==> config.mk <==
export PLATFORM = sky130hd
export DESIGN_NAME = work_stealing_ready_queues_unit
export DESIGN_NICKNAME = d
export VERILOG_FILES = /design/src/wsrq_pkg.sv /design/src/wsrq_ram.sv /design/src/wsrq_ctrl.sv /design/src/wsrq_dp.sv /design/src/work_stealing_ready_queues_unit.sv
export SDC_FILE = /design/constraint.sdc
export NUM_CORES = 2
export LEC_CHECK = 0
export BUFFER_PORTS_ARGS = -buffer_cell sky130_fd_sc_hd__buf_2
export CAP_MARGIN = 20
export CORE_MARGIN = 3
export CORE_UTILIZATION = 38
export CTS_BUF_LIST = sky130_fd_sc_hd__clkbuf_16
export CTS_CLUSTER_DIAMETER = 120
export DETAILED_ROUTE_END_ITERATION = 6
export SLEW_MARGIN = 10
export SYNTH_ARGS = -nofsm -noshare
export SYNTH_HDL_FRONTEND = slang
export SYNTH_SLANG_ARGS = --single-unit
export TNS_END_PERCENT = 1
==> constraint.sdc <==
create_clock -name clk -period 9.4 [get_ports clk]
set_input_delay 0.94 -clock clk [delete_from_list [all_inputs] [get_ports clk]]
set_output_delay 0.94 -clock clk [all_outputs]
set_load 0.02 [all_outputs]
==> src/wsrq_pkg.sv <==
`timescale 1ns / 1ps
// ----------------------------------------------------------------------------
// wsrq_pkg: shared types for the work-stealing ready queue unit
// request and result payloads, controller states, command and status groups
// ----------------------------------------------------------------------------
package wsrq_pkg;

	// sizing, fixed by the payload field widths
	localparam int MAX_WORKERS = 8;
	localparam int DEQUE_DEPTH = 16;
	localparam int JOB_SLOTS   = 256;

	localparam logic OP_PUSH = 1'b0;
	localparam logic OP_POP  = 1'b1;

	localparam logic CFG_WORKER_COUNT = 1'b0;
	localparam logic CFG_STEAL_SEED   = 1'b1;

	localparam logic [30:0] MINSTD_MOD = 31'h7FFF_FFFF;
	localparam logic [15:0] MINSTD_MUL = 16'd48271;

	typedef struct packed {
		logic       op;
		logic [3:0] worker;
		logic [7:0] job;
	} req_t;

	typedef struct packed {
		logic       ok;
		logic [7:0] job_out;
		logic       was_stolen;
		logic [2:0] from_queue;
		logic       overflow;
		logic [7:0] ready_total;
	} rsp_t;

	typedef enum logic [3:0] {
		ST_IDLE,
		ST_DECIDE,
		ST_RD_WAIT,
		ST_RND_MUL,
		ST_RND_RED,
		ST_RND_MOD,
		ST_SCAN,
		ST_STEAL_WAIT,
		ST_FINISH,
		ST_OUT
	} state_t;

	// controller commands into the datapath
	typedef struct packed {
		logic capture;
		logic do_push;
		logic rd_own;
		logic pop_own;
		logic rnd_mul;
		logic rnd_red;
		logic rnd_mod;
		logic scan_start;
		logic scan_step;
		logic rd_steal;
		logic finish_steal;
		logic finish_none;
	} cmd_t;

	// datapath status back to the controller
	typedef struct packed {
		logic is_pop;
		logic own_ok;
		logic mod_done;
		logic scan_hit;
		logic scan_end;
	} sts_t;

endpackage

==> src/wsrq_ram.sv <==
`timescale 1ns / 1ps
// ----------------------------------------------------------------------------
// wsrq_ram: generic single-port ram
// one write or one read per cycle, registered read data
// ----------------------------------------------------------------------------
module wsrq_ram #(
	parameter int WIDTH = 8,
	parameter int DEPTH = 128
) (
	input  logic                     clk,
	input  logic                     we,
	input  logic [$clog2(DEPTH)-1:0] addr,
	input  logic [WIDTH-1:0]         wdata,
	output logic [WIDTH-1:0]         rdata
);

	logic [WIDTH-1:0] mem_q [DEPTH];

	// write or registered read
	always_ff @(posedge clk) begin
		if (we) begin
			mem_q[addr] <= wdata;
		end
		rdata <= mem_q[addr];
	end

endmodule

==> src/wsrq_ctrl.sv <==
`timescale 1ns / 1ps
// ----------------------------------------------------------------------------
// wsrq_ctrl: request sequencer
// steps one item through push, own pop, victim draw, scan and steal
// ----------------------------------------------------------------------------
module wsrq_ctrl (
	input  logic              clk,
	input  logic              arst_n,
	input  logic              in_valid,
	output logic              in_ready,
	output logic              out_valid,
	input  logic              out_ready,
	input  wsrq_pkg::sts_t    sts,
	output wsrq_pkg::cmd_t    cmd
);

	wsrq_pkg::state_t state_q, state_d;

	// state register
	always_ff @(posedge clk or negedge arst_n) begin
		if (!arst_n) begin
			state_q <= wsrq_pkg::ST_IDLE;
		end else begin
			state_q <= state_d;
		end
	end

	// next state and commands
	always_comb begin
		state_d   = state_q;
		cmd       = '0;
		in_ready  = 1'b0;
		out_valid = 1'b0;
		unique case (state_q)
			wsrq_pkg::ST_IDLE: begin
				in_ready = 1'b1;
				if (in_valid) begin
					cmd.capture = 1'b1;
					state_d = wsrq_pkg::ST_DECIDE;
				end
			end
			wsrq_pkg::ST_DECIDE: begin
				if (!sts.is_pop) begin
					cmd.do_push = 1'b1;
					state_d = wsrq_pkg::ST_OUT;
				end else if (sts.own_ok) begin
					cmd.rd_own = 1'b1;
					state_d = wsrq_pkg::ST_RD_WAIT;
				end else begin
					cmd.rnd_mul = 1'b1;
					state_d = wsrq_pkg::ST_RND_MUL;
				end
			end
			wsrq_pkg::ST_RD_WAIT: begin
				cmd.pop_own = 1'b1;
				state_d = wsrq_pkg::ST_OUT;
			end
			wsrq_pkg::ST_RND_MUL: begin
				cmd.rnd_red = 1'b1;
				state_d = wsrq_pkg::ST_RND_RED;
			end
			wsrq_pkg::ST_RND_RED: begin
				cmd.rnd_mod = 1'b1;
				state_d = wsrq_pkg::ST_RND_MOD;
			end
			wsrq_pkg::ST_RND_MOD: begin
				if (sts.mod_done) begin
					cmd.scan_start = 1'b1;
					state_d = wsrq_pkg::ST_SCAN;
				end else begin
					cmd.rnd_mod = 1'b1;
				end
			end
			wsrq_pkg::ST_SCAN: begin
				if (sts.scan_hit) begin
					cmd.rd_steal = 1'b1;
					state_d = wsrq_pkg::ST_STEAL_WAIT;
				end else if (sts.scan_end) begin
					cmd.finish_none = 1'b1;
					state_d = wsrq_pkg::ST_OUT;
				end else begin
					cmd.scan_step = 1'b1;
				end
			end
			wsrq_pkg::ST_STEAL_WAIT: begin
				cmd.finish_steal = 1'b1;
				state_d = wsrq_pkg::ST_OUT;
			end
			wsrq_pkg::ST_OUT: begin
				out_valid = 1'b1;
				if (out_ready) begin
					state_d = wsrq_pkg::ST_IDLE;
				end
			end
			default: state_d = wsrq_pkg::ST_IDLE;
		endcase
	end

	// a result is only offered in the output state
	a_out_state: assert property (@(posedge clk) disable iff (!arst_n)
		out_valid |-> state_q == wsrq_pkg::ST_OUT)
		else $error("result offered outside output state");
	// an accepted item always moves to decide
	a_capture: assert property (@(posedge clk) disable iff (!arst_n)
		(in_valid && in_ready) |=> state_q == wsrq_pkg::ST_DECIDE)
		else $error("accepted item not decided");
	// a held result stays offered
	a_hold: assert property (@(posedge clk) disable iff (!arst_n)
		(out_valid && !out_ready) |=> out_valid)
		else $error("result dropped while stalled");

endmodule

==> src/wsrq_dp.sv <==
`timescale 1ns / 1ps
// ----------------------------------------------------------------------------
// wsrq_dp: deque datapath
// deque pointers, slot ram, minstd generator, victim scan and result register
// ----------------------------------------------------------------------------
module wsrq_dp (
	input  logic            clk,
	input  logic            arst_n,
	input  logic            cfg_we,
	input  logic            cfg_index,
	input  logic [30:0]     cfg_data,
	input  wsrq_pkg::req_t  req,
	input  wsrq_pkg::cmd_t  cmd,
	output wsrq_pkg::sts_t  sts,
	output wsrq_pkg::rsp_t  rsp
);

	localparam int WW = (wsrq_pkg::MAX_WORKERS > 1) ? $clog2(wsrq_pkg::MAX_WORKERS) : 1;
	localparam int DW = (wsrq_pkg::DEQUE_DEPTH > 1) ? $clog2(wsrq_pkg::DEQUE_DEPTH) : 1;
	localparam int FW = $clog2(wsrq_pkg::DEQUE_DEPTH + 1);
	localparam int AW = $clog2(wsrq_pkg::MAX_WORKERS * wsrq_pkg::DEQUE_DEPTH);
	localparam int CW = $clog2(wsrq_pkg::MAX_WORKERS + 1);

	logic [3:0]         wcount_q;
	logic [30:0]        rnd_q;
	logic [DW-1:0]      head_q [wsrq_pkg::MAX_WORKERS];
	logic [FW-1:0]      fill_q [wsrq_pkg::MAX_WORKERS];
	logic [WW-1:0]      rr_q;
	logic [7:0]         held_q;
	wsrq_pkg::req_t     req_q;
	logic [46:0]        prod_q;
	logic [30:0]        rem_q;
	logic [4:0]         modbit_q;
	logic [WW-1:0]      victim_q;
	logic [CW-1:0]      left_q;
	logic [7:0]         rjob_q;
	logic               rstolen_q;
	logic [2:0]         rq_q;
	logic               rok_q;
	logic               rovf_q;

	logic [CW-1:0]      count;
	logic [3:0]         count4;
	logic               is_worker;
	logic [WW-1:0]      own;
	logic [5:0]         rr_rem;
	logic [WW-1:0]      rr_mod;
	logic [WW-1:0]      push_tgt;
	logic               push_full;
	logic [AW-1:0]      ram_addr;
	logic               ram_we;
	logic [7:0]         ram_wdata;
	logic [7:0]         ram_rdata;
	logic [31:0]        red_sum;
	logic [30:0]        red_val;
	logic [34:0]        mod_try;
	logic [WW-1:0]      victim_nx;
	logic [DW-1:0]      own_pos;

	// effective worker count, clamped to 1..MAX_WORKERS
	always_comb begin
		if (wcount_q == 4'd0) begin
			count4 = 4'd1;
		end else if (32'(wcount_q) > wsrq_pkg::MAX_WORKERS) begin
			count4 = 4'(wsrq_pkg::MAX_WORKERS);
		end else begin
			count4 = wcount_q;
		end
		count = CW'(count4);
	end

	// round-robin cursor reduced below the count, three compare and subtract steps
	always_comb begin
		rr_rem = 6'(rr_q);
		if (rr_rem >= (6'(count) << 2)) begin
			rr_rem = rr_rem - (6'(count) << 2);
		end
		if (rr_rem >= (6'(count) << 1)) begin
			rr_rem = rr_rem - (6'(count) << 1);
		end
		if (rr_rem >= 6'(count)) begin
			rr_rem = rr_rem - 6'(count);
		end
		rr_mod = WW'(rr_rem);
	end

	assign is_worker = 32'(req_q.worker) < 32'(count);
	assign own       = WW'(req_q.worker);
	assign push_tgt  = is_worker ? own : rr_mod;
	assign push_full = 32'(fill_q[push_tgt]) >= wsrq_pkg::DEQUE_DEPTH;
	assign own_pos   = DW'(32'(head_q[own]) + 32'(fill_q[own]) - 1);
	assign victim_nx = (32'(victim_q) + 1 >= 32'(count)) ? '0 : victim_q + 1'b1;

	// mersenne reduction of the product and one restoring modulo step
	assign red_sum = {1'b0, prod_q[30:0]} + {16'd0, prod_q[46:31]};
	assign red_val = (red_sum >= {1'b0, wsrq_pkg::MINSTD_MOD}) ?
		31'(red_sum - {1'b0, wsrq_pkg::MINSTD_MOD}) : red_sum[30:0];
	assign mod_try = {4'd0, rem_q} - (35'(count) << modbit_q);

	// slot ram address select
	always_comb begin
		ram_we    = 1'b0;
		ram_wdata = req_q.job;
		ram_addr  = '0;
		if (cmd.do_push) begin
			ram_we   = !push_full;
			ram_addr = AW'(32'(push_tgt) * wsrq_pkg::DEQUE_DEPTH
				+ ((32'(head_q[push_tgt]) + 32'(fill_q[push_tgt]))
				% wsrq_pkg::DEQUE_DEPTH));
		end else if (cmd.rd_own) begin
			ram_addr = AW'(32'(own) * wsrq_pkg::DEQUE_DEPTH + 32'(own_pos));
		end else if (cmd.rd_steal) begin
			ram_addr = AW'(32'(victim_q) * wsrq_pkg::DEQUE_DEPTH + 32'(head_q[victim_q]));
		end
	end

	wsrq_ram #(
		.WIDTH (8),
		.DEPTH (wsrq_pkg::MAX_WORKERS * wsrq_pkg::DEQUE_DEPTH)
	) u_slots (
		.clk   (clk),
		.we    (ram_we),
		.addr  (ram_addr),
		.wdata (8'(32'(ram_wdata) % wsrq_pkg::JOB_SLOTS)),
		.rdata (ram_rdata)
	);

	// request and working registers
	always_ff @(posedge clk) begin
		if (cmd.capture) begin
			req_q <= req;
		end
		if (cmd.rnd_mul) begin
			prod_q <= 47'(rnd_q) * 47'(wsrq_pkg::MINSTD_MUL);
		end
		// modulo steps bits 30 down to 0; the bit counter wraps to all ones when done
		if (cmd.rnd_red) begin
			rem_q    <= red_val;
			modbit_q <= 5'd30;
		end else if (cmd.rnd_mod) begin
			if (!mod_try[34]) begin
				rem_q <= mod_try[30:0];
			end
			modbit_q <= modbit_q - 5'd1;
		end
		if (cmd.scan_start) begin
			victim_q <= WW'(rem_q);
			left_q   <= count;
		end else if (cmd.scan_step) begin
			victim_q <= victim_nx;
			left_q   <= left_q - 1'b1;
		end
	end

	// control state: config, pointers, cursor, generator, totals, result
	always_ff @(posedge clk or negedge arst_n) begin
		if (!arst_n) begin
			wcount_q  <= 4'd1;
			rnd_q     <= 31'd1;
			rr_q      <= '0;
			held_q    <= '0;
			rok_q     <= 1'b0;
			rjob_q    <= '0;
			rstolen_q <= 1'b0;
			rq_q      <= '0;
			rovf_q    <= 1'b0;
			for (int i = 0; i < wsrq_pkg::MAX_WORKERS; i++) begin
				head_q[i] <= '0;
				fill_q[i] <= '0;
			end
		end else begin
			// configuration writes
			if (cfg_we) begin
				unique case (cfg_index)
					wsrq_pkg::CFG_WORKER_COUNT: wcount_q <= cfg_data[3:0];
					wsrq_pkg::CFG_STEAL_SEED: begin
						if (cfg_data == 31'd0 || cfg_data == wsrq_pkg::MINSTD_MOD) begin
							rnd_q <= 31'd1;
						end else begin
							rnd_q <= cfg_data;
						end
					end
					default: ;
				endcase
			end
			if (cmd.rnd_red) begin
				rnd_q <= red_val;
			end
			// push
			if (cmd.do_push) begin
				if (!is_worker) begin
					rr_q <= (32'(rr_mod) + 1 >= 32'(count)) ? '0 : rr_mod + 1'b1;
				end
				rok_q     <= !push_full;
				rovf_q    <= push_full;
				rjob_q    <= '0;
				rstolen_q <= 1'b0;
				rq_q      <= 3'(push_tgt);
				if (!push_full) begin
					fill_q[push_tgt] <= fill_q[push_tgt] + 1'b1;
					held_q <= held_q + 8'd1;
				end
			end
			// own pop
			if (cmd.pop_own) begin
				fill_q[own] <= fill_q[own] - 1'b1;
				held_q    <= held_q - 8'd1;
				rok_q     <= 1'b1;
				rovf_q    <= 1'b0;
				rjob_q    <= ram_rdata;
				rstolen_q <= 1'b0;
				rq_q      <= 3'(own);
			end
			// steal
			if (cmd.finish_steal) begin
				head_q[victim_q] <= DW'((32'(head_q[victim_q]) + 1) % wsrq_pkg::DEQUE_DEPTH);
				fill_q[victim_q] <= fill_q[victim_q] - 1'b1;
				held_q    <= held_q - 8'd1;
				rok_q     <= 1'b1;
				rovf_q    <= 1'b0;
				rjob_q    <= ram_rdata;
				rstolen_q <= 1'b1;
				rq_q      <= 3'(victim_q);
			end
			if (cmd.finish_none) begin
				rok_q     <= 1'b0;
				rovf_q    <= 1'b0;
				rjob_q    <= '0;
				rstolen_q <= 1'b0;
				rq_q      <= '0;
			end
		end
	end

	// status
	assign sts.is_pop   = req_q.op == wsrq_pkg::OP_POP;
	assign sts.own_ok   = is_worker && fill_q[own] != '0;
	assign sts.mod_done = modbit_q == 5'd31;
	assign sts.scan_hit = left_q != '0 && !(32'(victim_q) == 32'(req_q.worker))
		&& fill_q[victim_q] != '0;
	assign sts.scan_end = left_q == '0 || left_q == CW'(1);

	assign rsp.ok          = rok_q;
	assign rsp.job_out     = rjob_q;
	assign rsp.was_stolen  = rstolen_q;
	assign rsp.from_queue  = rq_q;
	assign rsp.overflow    = rovf_q;
	assign rsp.ready_total = held_q;

	// generator state never sticks at zero
	a_rnd_nonzero: assert property (@(posedge clk) disable iff (!arst_n)
		rnd_q != 31'd0)
		else $error("generator state zero");
	// the start victim lies below the worker count
	a_victim: assert property (@(posedge clk) disable iff (!arst_n)
		cmd.scan_start |=> 32'(victim_q) < 32'(count))
		else $error("victim out of range");
	// a push never both succeeds and overflows
	a_push_flags: assert property (@(posedge clk) disable iff (!arst_n)
		cmd.do_push |=> !(rok_q && rovf_q))
		else $error("push flags clash");

endmodule

==> src/work_stealing_ready_queues_unit.sv <==
`timescale 1ns / 1ps
// ----------------------------------------------------------------------------
// work_stealing_ready_queues_unit: per-worker ready deques with stealing
// push to own or round-robin deque, pop own back or steal a random front
// ----------------------------------------------------------------------------
// channel   direction  handshake               payload
// in        input      in_valid / in_ready     wsrq_pkg::req_t
// out       output     out_valid / out_ready   wsrq_pkg::rsp_t
// cfg       input      cfg_we                  cfg_index, cfg_data
//
// push goes from decide to output, own pop adds an own ram read; any other
// pop runs the generator multiply, the reduction, a 31-step restoring modulo
// and the one-deque-a-cycle victim scan over the single slot ram port, which
// visits 1 to the worker count victims, plus a ram read when a job is stolen
// reset clears all deques at once; the slot ram needs no clearing
// one item at a time; the result is held until out_ready
// ----------------------------------------------------------------------------
module work_stealing_ready_queues_unit (
	input  logic            clk,
	input  logic            arst_n,
	input  logic            in_valid,
	output logic            in_ready,
	input  wsrq_pkg::req_t  in_data,
	output logic            out_valid,
	input  logic            out_ready,
	output wsrq_pkg::rsp_t  out_data,
	input  logic            cfg_we,
	input  logic            cfg_index,
	input  logic [30:0]     cfg_data
);

	wsrq_pkg::cmd_t cmd;
	wsrq_pkg::sts_t sts;

	// sequencer
	wsrq_ctrl u_ctrl (
		.clk       (clk),
		.arst_n    (arst_n),
		.in_valid  (in_valid),
		.in_ready  (in_ready),
		.out_valid (out_valid),
		.out_ready (out_ready),
		.sts       (sts),
		.cmd       (cmd)
	);

	// datapath
	wsrq_dp u_dp (
		.clk       (clk),
		.arst_n    (arst_n),
		.cfg_we    (cfg_we),
		.cfg_index (cfg_index),
		.cfg_data  (cfg_data),
		.req       (in_data),
		.cmd       (cmd),
		.sts       (sts),
		.rsp       (out_data)
	);

endmodule

# After elaboration in Yosys (flattened, before gate mapping)
# Memories as Yosys holds them, arrays and structs flattened. A register that Yosys moved wholly into a read port is not among the register bits.
# Index checks and enable logic that the tools add are counted.
[word_totals] register_bits=239 latchBits=0 ram_bits=1024 mem_bits_ro=0 input_bits=50 word_cells=246 memories=1
[mem_list] name="u_dp.u_slots.mem_q" words=128 width=8 rd=1 rd_clocked_by_memory_dff=1 write_ports=1 line_no="wsrq_ram.sv:17" text="logic [WIDTH-1:0] mem_q [DEPTH];"
[op_classes] addsub=24 multipliers=1 n_div=0 magnitude_cmp=15 eq_ne=18 n_shift=1 n_mux=117 bitwise=5 reduce_logical=30
[ops] operator="31-bit two-way mux" n=8
[ops] operator="40-bit two-way mux" n=4
[ops] operator="40-bit bitwise mux" n=3
[ops] operator="4-bit two-way mux" n=17
[ops] operator="8-bit two-way mux" n=8
[ops] operator="31-bit by 16-bit multiplier with 47-bit output, second input constant" n=1
[ops] operator="5-bit binary-select mux with 3-bit select" n=3
[ops] operator="5-bit demux with 3-bit select" n=3
[ops] operator="5-bit two-way mux" n=9
[ops] operator="1-bit two-way mux" n=38
[ops] operator="4-bit binary-select mux with 3-bit select" n=3
[ops] operator="4-bit by 5-bit << shifter with 35-bit output" n=1
[ops] operator="31-bit by 35-bit subtractor with 35-bit output" n=1
[ops] operator="31-bit by 16-bit adder with 32-bit output" n=1
[ops] operator="32-bit bitwise mux" n=1
[ops] operator="32-bit by 31-bit greater-or-equal comparator with 1-bit output, second input constant" n=1
[ops] operator="4-bit one-hot mux with 8 select lines" n=1
[ops] operator="31-bit equality test, second input constant" n=1
[ops] operator="31-bit zero test" n=1
[ops] operator="31-bit subtractor, second input constant" n=1
[ops] operator="3-bit two-way mux" n=10
[ops] operator="7-bit by 4-bit adder with 7-bit output" n=3
[ops] operator="7-bit two-way mux" n=3
[ops] operator="4-bit by 3-bit equality test with 1-bit output, second input constant" n=4
[ops] operator="45 further kinds" n=85

# Depth between registers and ports, before layout
[logic_depth] ltp_word=22 mapped_depth=50 depth_no_buf=39

# Cells and area by module
# A second synthesis with hierarchy kept.
[unflattened] hier_cells=5110 area_unflattened_um2=66262.3
[modules_own_cells] mod="wsrq_ram" instances=1 cells_per_inst=2475 area_per_inst_um2=40433.8
[modules_own_cells] mod="wsrq_dp" instances=1 cells_per_inst=2575 area_per_inst_um2=25385.6
[modules_own_cells] mod="wsrq_ctrl" instances=1 cells_per_inst=60 area_per_inst_um2=442.9

# Worst setup path before layout
# Ideal clock, no wire load.
[synth_path] path_type="register to register" start="register u_dp.wcount_q[1]" end="memory u_dp.u_slots.mem_q[62][0], enable pin" setup_ps=383 arrival_ps=9318 required_ps=9017 path_slack_ps=-301 stages_incl_launch_ff=44 period_less_slack_ps=9701 path_cell_list="dfrtp_1 -> buf_2 -> o21ba_2 -> nor2_1 -> ha_1 -> inv_1 -> ha_1 -> clkbuf_1 -> inv_1 -> nor3_1 -> a21o_1 -> ha_1 -> nor2b_1 -> o211ai_1 -> o211a_1 -> mux2i_1 -> inv_1 -> ha_1 -> [8 not listed] -> clkbuf_1 -> nor3_1 -> nor2_1 -> a2bb2o_1 -> clkbuf_1 -> inv_1 -> ha_1 -> ha_1 -> and2_1 -> a221o_1 -> clkbuf_1 -> buf_1 -> clkbuf_1 -> buf_2 -> buf_1 -> buf_1 -> nand4_1 -> nor3_1"
[synth_between] elab_chain_len=19 word_cells_on_any_way=35 classes_between="add/sub (5); order compare (6); mux (20); bitwise (1); reduce/logical (3)"
[synth_rtl] item="start: declaration" line_no="wsrq_dp.sv:24" text="logic [3:0] wcount_q;"
[synth_rtl] item="start signal: assignment" line_no="wsrq_dp.sv:175" text="wsrq_pkg::CFG_WORKER_COUNT: wcount_q <= cfg_data[3:0];"
[synth_rtl] item="4-bit > comparator" line_no="wsrq_dp.sv:64" text="end else if (32'(wcount_q) > wsrq_pkg::MAX_WORKERS) begin"
[synth_rtl] item="4-bit two-way mux" line_no="wsrq_dp.sv:64"
[synth_rtl] item="4-bit two-way mux *" line_no="wsrq_dp.sv:62" text="if (wcount_q == 4'd0) begin"
[synth_rtl] item="parallel branches: the longest is 16 deep, another holds 3-bit by 6-bit subtractor with 6-bit output"
[synth_rtl] item="end: declaration" line_no="wsrq_ram.sv:17"
# Mark *: on every way between the ends. The select of a mux whose other input is x is not followed.

# Worst setup path in the final report
[layout_path] start="register u_dp.wcount_q[0]" end="register u_dp.u_slots.rdata[6], read port of u_dp.u_slots.mem_q"
[layout_between] elab_chain_len=17 word_cells_on_any_way=30 classes_between="add/sub (5); order compare (5); mux (17); bitwise (1); reduce/logical (2)"
[layout_rtl] item="4-bit > comparator" line_no="wsrq_dp.sv:64"
[layout_rtl] item="4-bit two-way mux" line_no="wsrq_dp.sv:64"
[layout_rtl] item="4-bit two-way mux *" line_no="wsrq_dp.sv:62"
[layout_rtl] item="3-bit by 6-bit subtractor with 6-bit output or 3-bit by 6-bit greater-or-equal comparator with 1-bit output (tied branches)" line_no="wsrq_dp.sv:76, wsrq_dp.sv:75"
[layout_rtl] item="6-bit two-way mux" line_no="wsrq_dp.sv:75" text="if (rr_rem >= (6'(count) << 2)) begin"
[layout_rtl] item="6-bit by 5-bit subtractor with 6-bit output or 6-bit by 5-bit greater-or-equal comparator with 1-bit output (tied branches)" line_no="wsrq_dp.sv:79, wsrq_dp.sv:78"
[layout_rtl] item="6-bit two-way mux" line_no="wsrq_dp.sv:78" text="if (rr_rem >= (6'(count) << 1)) begin"
[layout_rtl] item="6-bit by 4-bit greater-or-equal comparator with 1-bit output or 3-bit subtractor (tied branches)" line_no="wsrq_dp.sv:81, wsrq_dp.sv:82"
[layout_rtl] item="3-bit two-way mux" line_no="wsrq_dp.sv:81" text="if (rr_rem >= 6'(count)) begin"
[layout_rtl] item="3-bit two-way mux" line_no="wsrq_dp.sv:89" text="assign push_tgt = is_worker ? own : rr_mod;"
[layout_rtl] item="3-bit NOT with 4-bit output (not written as such)" line_no="wsrq_dp.sv:108" text="+ ((32'(head_q[push_tgt]) + 32'(fill_q[push_tgt]))"
[layout_rtl] item="4-bit binary-select mux with 3-bit select or 5-bit binary-select mux with 3-bit select (tied branches)" line_no="wsrq_dp.sv:108"
[layout_rtl] item="4-bit two-way mux (not written as such) or 5-bit two-way mux (tied branches) (2 in a row)"
[layout_rtl] item="4-bit adder" line_no="wsrq_dp.sv:108"
[layout_rtl] item="7-bit by 4-bit adder with 7-bit output" line_no="wsrq_dp.sv:108"
[layout_rtl] item="7-bit two-way mux *" line_no="wsrq_dp.sv:105" text="if (cmd.do_push) begin"
[layout_rtl] item="end: declaration" line_no="wsrq_ram.sv:14" text="output logic [WIDTH-1:0] rdata"
# Mark *: on every way between the ends. The rest lies on a longest branch, timed or not. The select of a mux whose other input is x is not followed.
# A chain may end at the register's enable or synchronous reset.

==> flow_summary.ini <==
[setup_path]
crit_slowest_cell = dfstp_2
required_ps = 10050
critPathMaxFanout = 34
crit_path_start_kind = flip-flop
crit_type = reg2reg
arrival_ps = 9710
cp-end-kind = flip-flop
slowest_delay_ps = 530
ff2ff_setup_slack_ps = 350

[synthesis]
yosys.area.top_type_share_pct = 50.17
synth_top_area_cell = edfxtp_1
async_flop_share_pct = 10.70
syn-num-nets = 6376
syn_avg_cell_area_sq_um = 11.46
synth_edf_count = 1122
ys_warn_count = 0
ys_ff_latch = 1271
syn_inst = 5858
syn_area_sq_um = 67160
synth_cell_types = 97
synth-seq-area-share_pct = 55.63
synth_ff_type = edfxtp_1
netlist_top_cells_area = edfxtp_1 (50%), nand2_1 (6.0%), fa_1 (5.8%)

[timing]
finalClockSkew_ps = 32.83
worst_slew_pin_slew_ps = 1190
hold_viol = 0
setup_viol = 0
final.period_utilization_pct = 96.32
fmax_mhz = 110.4
fin_crit_ps = 9054
max_slew_margin_pct = 20.08
finalMaxSlewViolations = 0
rsz0062_at_grt = true

[floorplan]
die_h_um = 426.4
die_w_um = 426.4
row_count = 153
initial_core_util_pct = 38.43
die_area_sq_um = 181800
core-area_sq_um = 174800
io_pins = 74

[placed_design]
placedCellCount = 8184
portBuffers = 73
place_congestion = 0.9360
hpwl_um = 135100

[global_route]
grt_max_degree = 129
antenna_found_initial = 4
gr-total-overflow = 0
grt_usage_pct = 22.09
grt_pass1_vias = 47250
grt_pass1_wl_um = 305000

[run]
maxCapViolations = 0

[outcome]
status = complete, no violations

[finish]
final_core_util_pct = 43.62
drive_above_1_share_pct = 11.79
fin_cells = 8443
nFillCells = 16070
nNetsFinal = 6528
area_growth_pct = 13.51

[worst_hold_path]
hp-class = in2reg

[clock_network]
cts_num_sinks = 1271
root_buffer = clkbuf_16
clk_pin_slew_ps = 60
numCtsBuffers = 138
cts_buffer_depth = 3
cts_max_level = 4
clk_latency_ps = 780
cts_tree = built

[routing]
vias = 47920
vias_per_cell = 5.676
ant_nets = 0
wire_per_inst_um = 24.09
dr.pass1.iters = 5
dr.first_iter.drc_count = 4791
routed_wl_um = 203400
drc_errors = 0
## final timing paths
kind / cells past startpoint / to / from
max: 39 / u_dp.u_slots.rdata[6] / u_dp.wcount_q[0]
min: 1 / u_dp.ram_wdata[6] / in_data[6]
max reg2reg: 39 / u_dp.u_slots.rdata[6] / u_dp.wcount_q[0]
min reg2reg: 1 / u_dp.held_q[7] / u_dp.held_q[7]
max in group asynchronous: 4 / u_dp.head_q[17] / arst_n
min in group asynchronous: 2 / u_dp.rnd_q[29] / arst_n
## final cells by class
type	count	area [sq um]	area share [%]
Clock buffer	140	3503	4.596
Tap cell	2325	2909	3.816
Antenna cell	3	7.507	0.009848
Timing Repair Buffer	324	2628	3.447
Multi-Input combinational cell	3955	27700	36.33
Inverter	320	1201	1.576
Sequential cell	1271	37360	49.00
Clock inverter	105	928.4	1.218
## cell usage in the layout, fill, tap and decap left out, types with 50 or more instances in the layout
cell and n:
clkbuf_16 141, nand3_1 225, o21ai_0 152, a21oi_1 410, mux2i_1 114, fa_1 196, nor3_1 98, mux2_2 61
buf_4 220, a211oi_1 59, inv_1 349, nand2_1 1068, buf_2 72, a21o_1 50, and3_1 61, a221oi_1 63
xnor2_1 84, edfxtp_1 1122, dfrtp_1 134, ha_1 272, nor2_1 294, a31oi_1 56
## flip-flops by register name, summed over array words and instances, names as in the netlist, 5 cells and up
name and flops:
u_dp.u_slots.mem_q 1024, u_dp.prod_q 47, u_dp.fill_q 40, u_dp.head_q 32, u_dp.rem_q 31, u_dp.rnd_q 31
u_dp.held_q 8, u_dp.ram_wdata 8, u_dp.rjob_q 8, u_dp.u_slots.rdata 8, u_dp.modbit_q 5
## stage by stage
stage / worst slack (ps) / hold slack (ps) / setup TNS, ps / instance area [sq um]
detailed placement: -407.9 / 474.2 / -407.9 / 71510
finish: 345.7 / 338.0 / 0 / 76230
global route: -70.33 / 304.6 / -199.4 / 76230
CTS: 41.94 / 281.3 / 0 / 75970
floorplan: -37.87 / 433.1 / -6196 / 67250
global placement: -385.7 / 460.1 / -385.7 / 71490
## what timing repair did
action                                  4_1_cts  5_1_grt
gates cloned                                  0        1
hold buffers                                  1        0
endpoints found under the setup margin        2      275
endpoints found under the hold margin        26        0
gates resized for setup                       6       29
setup buffers                                 0        7
pin swaps                                     0        2
## Yosys cell counts (all sizes together) (32+ instances only)
| cell type | count |
|---|---|
| nor2b | 32 |
| nor3 | 111 |
| buf | 116 |
| a31oi | 57 |
| a21o | 50 |
| xnor2 | 84 |
| nand2b | 37 |
| o21ai | 156 |
| nand2 | 1071 |
| clkbuf | 197 |
| nand3 | 225 |
| o211ai | 39 |
| mux4 | 36 |
| ha | 272 |
| inv | 320 |
| a211oi | 60 |
| nor2 | 326 |
| mux2i | 115 |
| and3 | 62 |
| mux2 | 62 |
| edfxtp | 1122 |
| a21oi | 414 |
| a221oi | 68 |
| fa | 196 |
| dfrtp | 134 |
| o21a | 33 |
| xor2 | 49 |
## metal layers
| layer | vias to the layer above | global-route usage (%) | part of all wire [%] |
|---|---|---|---|
| met2 | 2158 | 34.64 | 46 |
| met4 | 4 | 8.379 | 3.7 |
| met1 | 23760 | 30.24 | 42 |
| li1 | 21600 | - | - |
| met3 | 403 | 4.446 | 8.4 |
| met5 | - | 0 | 0.015 |
## kinds of logic (layout without fill, tap and decap cells)
family	after synthesis	after routing	share of synthesized area, %
AO/OA/AOI/OAI	1145	1146	11.10
XOR/XNOR	133	133	1.734
adder cells (fa/ha/maj)	469	469	10.92
buffers and inverters	633	889	3.754
flip-flops	1271	1271	55.63
multiplexers	213	213	3.985
other	0	3	0
AND/OR/NAND/NOR	1994	1994	12.88
## critical path: cells and delay by family (launching register included)
family	cells	cell delay, ps
mux	4	990
fa+ha+maj	5	1120
simple gates	5	990
flops	1	530
xor+xnor	1	250
compound gates	17	3750
buf+inv	7	1250
Power is not shown: default switching activity piles up to over one toggle a cycle in this logic, so the estimate is an artifact.
